--- config.mk ---
export PLATFORM = sky130hd
export DESIGN_NAME = beu_regfile
export DESIGN_NICKNAME = d
export VERILOG_FILES = /design/src/hdl/beu_pkg.sv /design/src/hdl/beu_regfile.sv
export SDC_FILE = /design/constraint.sdc
export NUM_CORES = 2
export LEC_CHECK = 0
export BUFFER_PORTS_ARGS = -buffer_cell sky130_fd_sc_hd__buf_2
export CORE_ASPECT_RATIO = 0.6
export CORE_MARGIN = 5
export CORE_UTILIZATION = 55
export DETAILED_ROUTE_END_ITERATION = 8
export PLACE_DENSITY = 0.74
export SLEW_MARGIN = 20
export SYNTH_ARGS = -nofsm -noshare
export SYNTH_HDL_FRONTEND = slang
export SYNTH_SLANG_ARGS = --single-unit
export TNS_END_PERCENT = 1
--- constraint.sdc ---
create_clock -name clk -period 3.3 [get_ports clk]
set_input_delay 0.165 -clock clk [delete_from_list [all_inputs] [get_ports clk]]
set_output_delay 0.165 -clock clk [all_outputs]
set_load 0.005 [all_outputs]
--- src/hdl/beu_pkg.sv ---
// ----------------------------------------------------------------------------
// beu_pkg
// Shared types and constants of the bytecode execute unit: opcodes, the
// instruction pointer register index and the control groups between modules.
// ----------------------------------------------------------------------------
package beu_pkg;

	// Opcodes of the command field.
	localparam logic [3:0] OP_MOV  = 4'd0;
	localparam logic [3:0] OP_SL   = 4'd1;
	localparam logic [3:0] OP_SR   = 4'd2;
	localparam logic [3:0] OP_LDR  = 4'd3;
	localparam logic [3:0] OP_STR  = 4'd4;
	localparam logic [3:0] OP_ADD  = 4'd5;
	localparam logic [3:0] OP_SUB  = 4'd6;
	localparam logic [3:0] OP_JZ   = 4'd7;
	localparam logic [3:0] OP_DOWN = 4'd8;

	// Register that serves as the instruction pointer, and its step.
	localparam logic [4:0]  IP_INDEX    = 5'd31;
	localparam logic [63:0] INSTR_BYTES = 64'd8;

	// Register file port control.
	typedef struct packed {
		logic rd;
		logic wr;
	} rf_ctl_t;

	// Data memory port control.
	typedef struct packed {
		logic rd;
		logic wr;
	} dm_ctl_t;

endpackage

--- src/hdl/beu_regfile.sv ---
// ----------------------------------------------------------------------------
// beu_regfile
// 32 x 64-bit register file in a synchronous memory with two read ports and
// one write port. Valid bits make unwritten entries read as zero after reset;
// the instruction pointer entry is served from the pointer register instead.
// ----------------------------------------------------------------------------
module beu_regfile
	import beu_pkg::*;
(
	input  logic        clk,
	input  logic        arst_n,
	input  rf_ctl_t     ctl,
	input  logic [4:0]  rd_addr_a,
	input  logic [4:0]  rd_addr_b,
	input  logic [4:0]  wr_addr,
	input  logic [63:0] wr_data,
	input  logic [63:0] ip,
	output logic [63:0] rdata_a,
	output logic [63:0] rdata_b
);

	logic [63:0] rf_mem [32];
	logic [31:0] valid_q;
	logic [63:0] rda_q;
	logic [63:0] rdb_q;
	logic        va_q;
	logic        vb_q;
	logic        ipa_q;
	logic        ipb_q;

	// Memory array: one write and two registered reads per cycle.
	always_ff @(posedge clk) begin
		if (ctl.wr) begin
			rf_mem[wr_addr] <= wr_data;
		end
		if (ctl.rd) begin
			rda_q <= rf_mem[rd_addr_a];
			rdb_q <= rf_mem[rd_addr_b];
		end
	end

	// Valid bits clear at reset and mark written entries.
	always_ff @(posedge clk or negedge arst_n) begin
		if (!arst_n) begin
			valid_q <= '0;
			va_q    <= 1'b0;
			vb_q    <= 1'b0;
			ipa_q   <= 1'b0;
			ipb_q   <= 1'b0;
		end else begin
			if (ctl.wr) begin
				valid_q[wr_addr] <= 1'b1;
			end
			if (ctl.rd) begin
				va_q  <= valid_q[rd_addr_a];
				vb_q  <= valid_q[rd_addr_b];
				ipa_q <= (rd_addr_a == IP_INDEX);
				ipb_q <= (rd_addr_b == IP_INDEX);
			end
		end
	end

	// Read data selection: pointer, stored value or reset value.
	assign rdata_a = ipa_q ? ip : (va_q ? rda_q : 64'd0);
	assign rdata_b = ipb_q ? ip : (vb_q ? rdb_q : 64'd0);

endmodule

==> impl_metrics.tcl <==
set metrics [dict create \
    fillers 12100 \
    vdd.ir_drop.worst_v 0.000431 \
    dieArea_sq_um 193000 \
    synthDistinctLibCells 39 \
    syn2layout_area_growth_pct 14.0 \
    syn_area_sq_um 101000 \
    cp.arrival_ns 2.86 \
    r2r_start "rf_mem[31][47]" \
    total_leakage_power_nw 37.9 \
    synth_flop_cell "edfxtp_1" \
    synthTopCellsByCount "edfxtp_1 (2176), mux4_2 (1010), mux2i_1 (381)" \
    place_congestion 0.855 \
    slew_violations 0 \
    internal_power_mw 47.6 \
    grt_usage_pct 32.7 \
    rrSetupSlack_ns 1.20 \
    antenna_found_initial 13 \
    fin_skew_ns 0.0365 \
    cts_tree "built" \
    die_h_microns 342 \
    syn_area_per_cell_sq_um 20.5 \
    vias 59500 \
    grt_max_degree 66 \
    cts_setup_buffers 0 \
    ioPinCount 275 \
    hpwl_mm 183 \
    ys_ff_latch 2212 \
    required_ns 3.13 \
    grt_pass1_wl_mm 445 \
    p_comb_share_pct 9.7 \
    clockRootBuffer "clkbuf_16" \
    start_util_pct 55.5 \
    synth_top_cell_by_area "edfxtp_1" \
    end_kind "output port" \
    die_w_microns 564 \
    worstSetupPathType "reg2out" \
    hold_viol 0 \
    critPathMaxFanout 21 \
    cts.clk_slew.worst_paths_ns 0.06 \
    cts.sinks 2212 \
    drt-initial-drc-count 9638 \
    cts_htree_levels 4 \
    cap_violations 0 \
    yosysWarnings 0 \
    cp-start-kind "flip-flop" \
    hold_depth 4 \
    power_frac_clock_pct 38.7 \
    ant_nets 0 \
    fin_util_pct 63.3 \
    critPathLaunch "ipa_q" \
    finalSetupViolCount 0 \
    grt-ovfl-total 0 \
    hold_ws_ns 0.0436 \
    power_density_nw_per_um2 534 \
    ys_seq_area_share_pct 65.5 \
    status "finished clean" \
    finalCriticalPeriod_ns 3.02 \
    nets 5527 \
    rows 121 \
    post_cts_resized 0 \
    switching_share_pct 22.7 \
    clock_latency_ns 0.86 \
    slew_headroom_pct 37.3 \
    min_period_over_period_pct 91.6 \
    firstDrtPassIters 6 \
    fmax_mhz 331 \
    yosysMostFrequentCell "edfxtp_1" \
    portBuffers 274 \
    drc_errors 0 \
    wl_per_cell_microns 39.7 \
    drive_above_1_share_pct 38.3 \
    netlist_instances 4928 \
    holdCritPathClass "in2reg" \
    ff2ff_path_depth 4 \
    seqPwrFrac_pct 51.7 \
    via_per_inst 7.43 \
    drt-total-wl_mm 318 \
    p_switching_mw 14.0 \
    ys_top_cells_by_area "edfxtp_1 (65%), mux4_2 (22%), mux2i_1 (3.8%)" \
    worst_pin_slew_ns 0.938 \
    synth_nets 5075 \
    synth_top_area_share_pct 64.6 \
    synthArstFlopShare_pct 1.63 \
    synth_edf_count 2176 \
    rsz0062_at_grt "false" \
    min_from "rd_addr_a[2]" \
    numCtsBuffers 203 \
    cts_buffer_depth 4 \
    core_sq_um 182000 \
    first_global_vias 58400 \
]
==> through the flow <==
stage                     setup WS (ns)  instance area [sq um]  cells  total power, mW  TNS (ns)
after floorplan                  -0.706                 101000   4928             35.7  -1016.34
after global placement            0.539                 108000   7566             38.1         0
after detailed placement          0.540                 108000   7566             38.2         0
after CTS                         0.272                 115000   7998             61.7         0
after global routing              0.275                 115000   7999             63.3         0
final                             0.277                 115000   8005             61.6         0
==> state kept, by name, summed over array words and instances, names as in the netlist <==
name	count
valid_q	32
rda_q	64
ipb_q	1
ipa_q	1
va_q	1
rf_mem	2048
rdb_q	64
vb_q	1
==> kinds of logic (layout without fill, tap and decap cells) <==
group | Yosys count | in the layout | synth area share [%]
other | 0 | 7 | 0
multiplexers | 1558 | 1558 | 28.1
AND/OR/NAND/NOR | 409 | 409 | 1.91
buffers and inverters | 391 | 1001 | 1.76
flip-flops | 2212 | 2212 | 65.5
AO/OA/AOI/OAI | 358 | 358 | 2.73
==> power groups by stage <==
| stage | clock [mW] | combinational (mW) | sequential [mW] |
|---|---|---|---|
| 2_1_floorplan | 0 | 3.49 | 32.2 |
| 3_3_place_gp | 0 | 5.72 | 32.4 |
| 3_5_place_dp | 0 | 5.80 | 32.4 |
| 4_1_cts | 24.0 | 5.90 | 31.8 |
| 5_1_grt | 25.3 | 6.22 | 31.9 |
| 6_report | 23.8 | 5.95 | 31.8 |
==> timing repair <==
| action | in CTS | in global routing |
|---|---|---|
| hold buffers | 69 | 0 |
| endpoints found under the hold margin | 2099 | 0 |
| setup endpoints to repair | 0 | 0 |
==> critical path, cell delays in order (launching register included) <==
cell	delay, ns
dfrtp_4	0.56
nor2b_4	0.62
buf_12	0.27
a22o_1	0.32
buf_2	0.16
==> path summary, 6_finish.rpt <==
kind | end
worst min-delay path | ipa_q
min in group asynchronous | valid_q[16]
max in group asynchronous | ipa_q
worst max-delay path | rdata_a[21]
worst max register to register | rdb_q[47]
worst min register to register | valid_q[27]
==> routing by layer <==
layer | track usage, % | wire [microns] | up-vias
met5 | 0 | 57 | -
li1 | - | - | 22300
met2 | 47.4 | 140000 | 5249
met3 | 9.77 | 46400 | 728
met4 | 10.7 | 11900 | 8
met1 | 48.2 | 119000 | 31200
==> cell type report <==
class,instances,area (sq um),share of cell area [%]
clock buffer,242,5330,4.62
timing repair buffer,632,5890,5.11
multi-input combinational,2325,33500,29.0
antenna,7,17.5,0.0152
tap,2460,3080,2.67
clock inverter,121,1240,1.07
inverter,6,36.3,0.0315
sequential,2212,66300,57.5
==> cells in the final DEF (no fill, tap or decap), types with 22 or more instances in the layout <==
cell type      count
clkbuf_1          33
edfxtp_1        2176
buf_2            263
o21ai_0           24
mux2_2           167
clkinv_1          39
buf_4            165
nor2_4            35
or2_2             35
mux4_2          1010
a21oi_1           22
clkbuf_16        207
bufinv_16         24
nand3_1           65
nand2_1          158
a22o_1           126
clkinv_2          40
nand4_1           52
buf_12           126
a22oi_1          136
nor2_1            31
dlygate4sd3_1     69
mux2i_1          381
dfrtp_1           34
(Power assumes the default switching activity.)
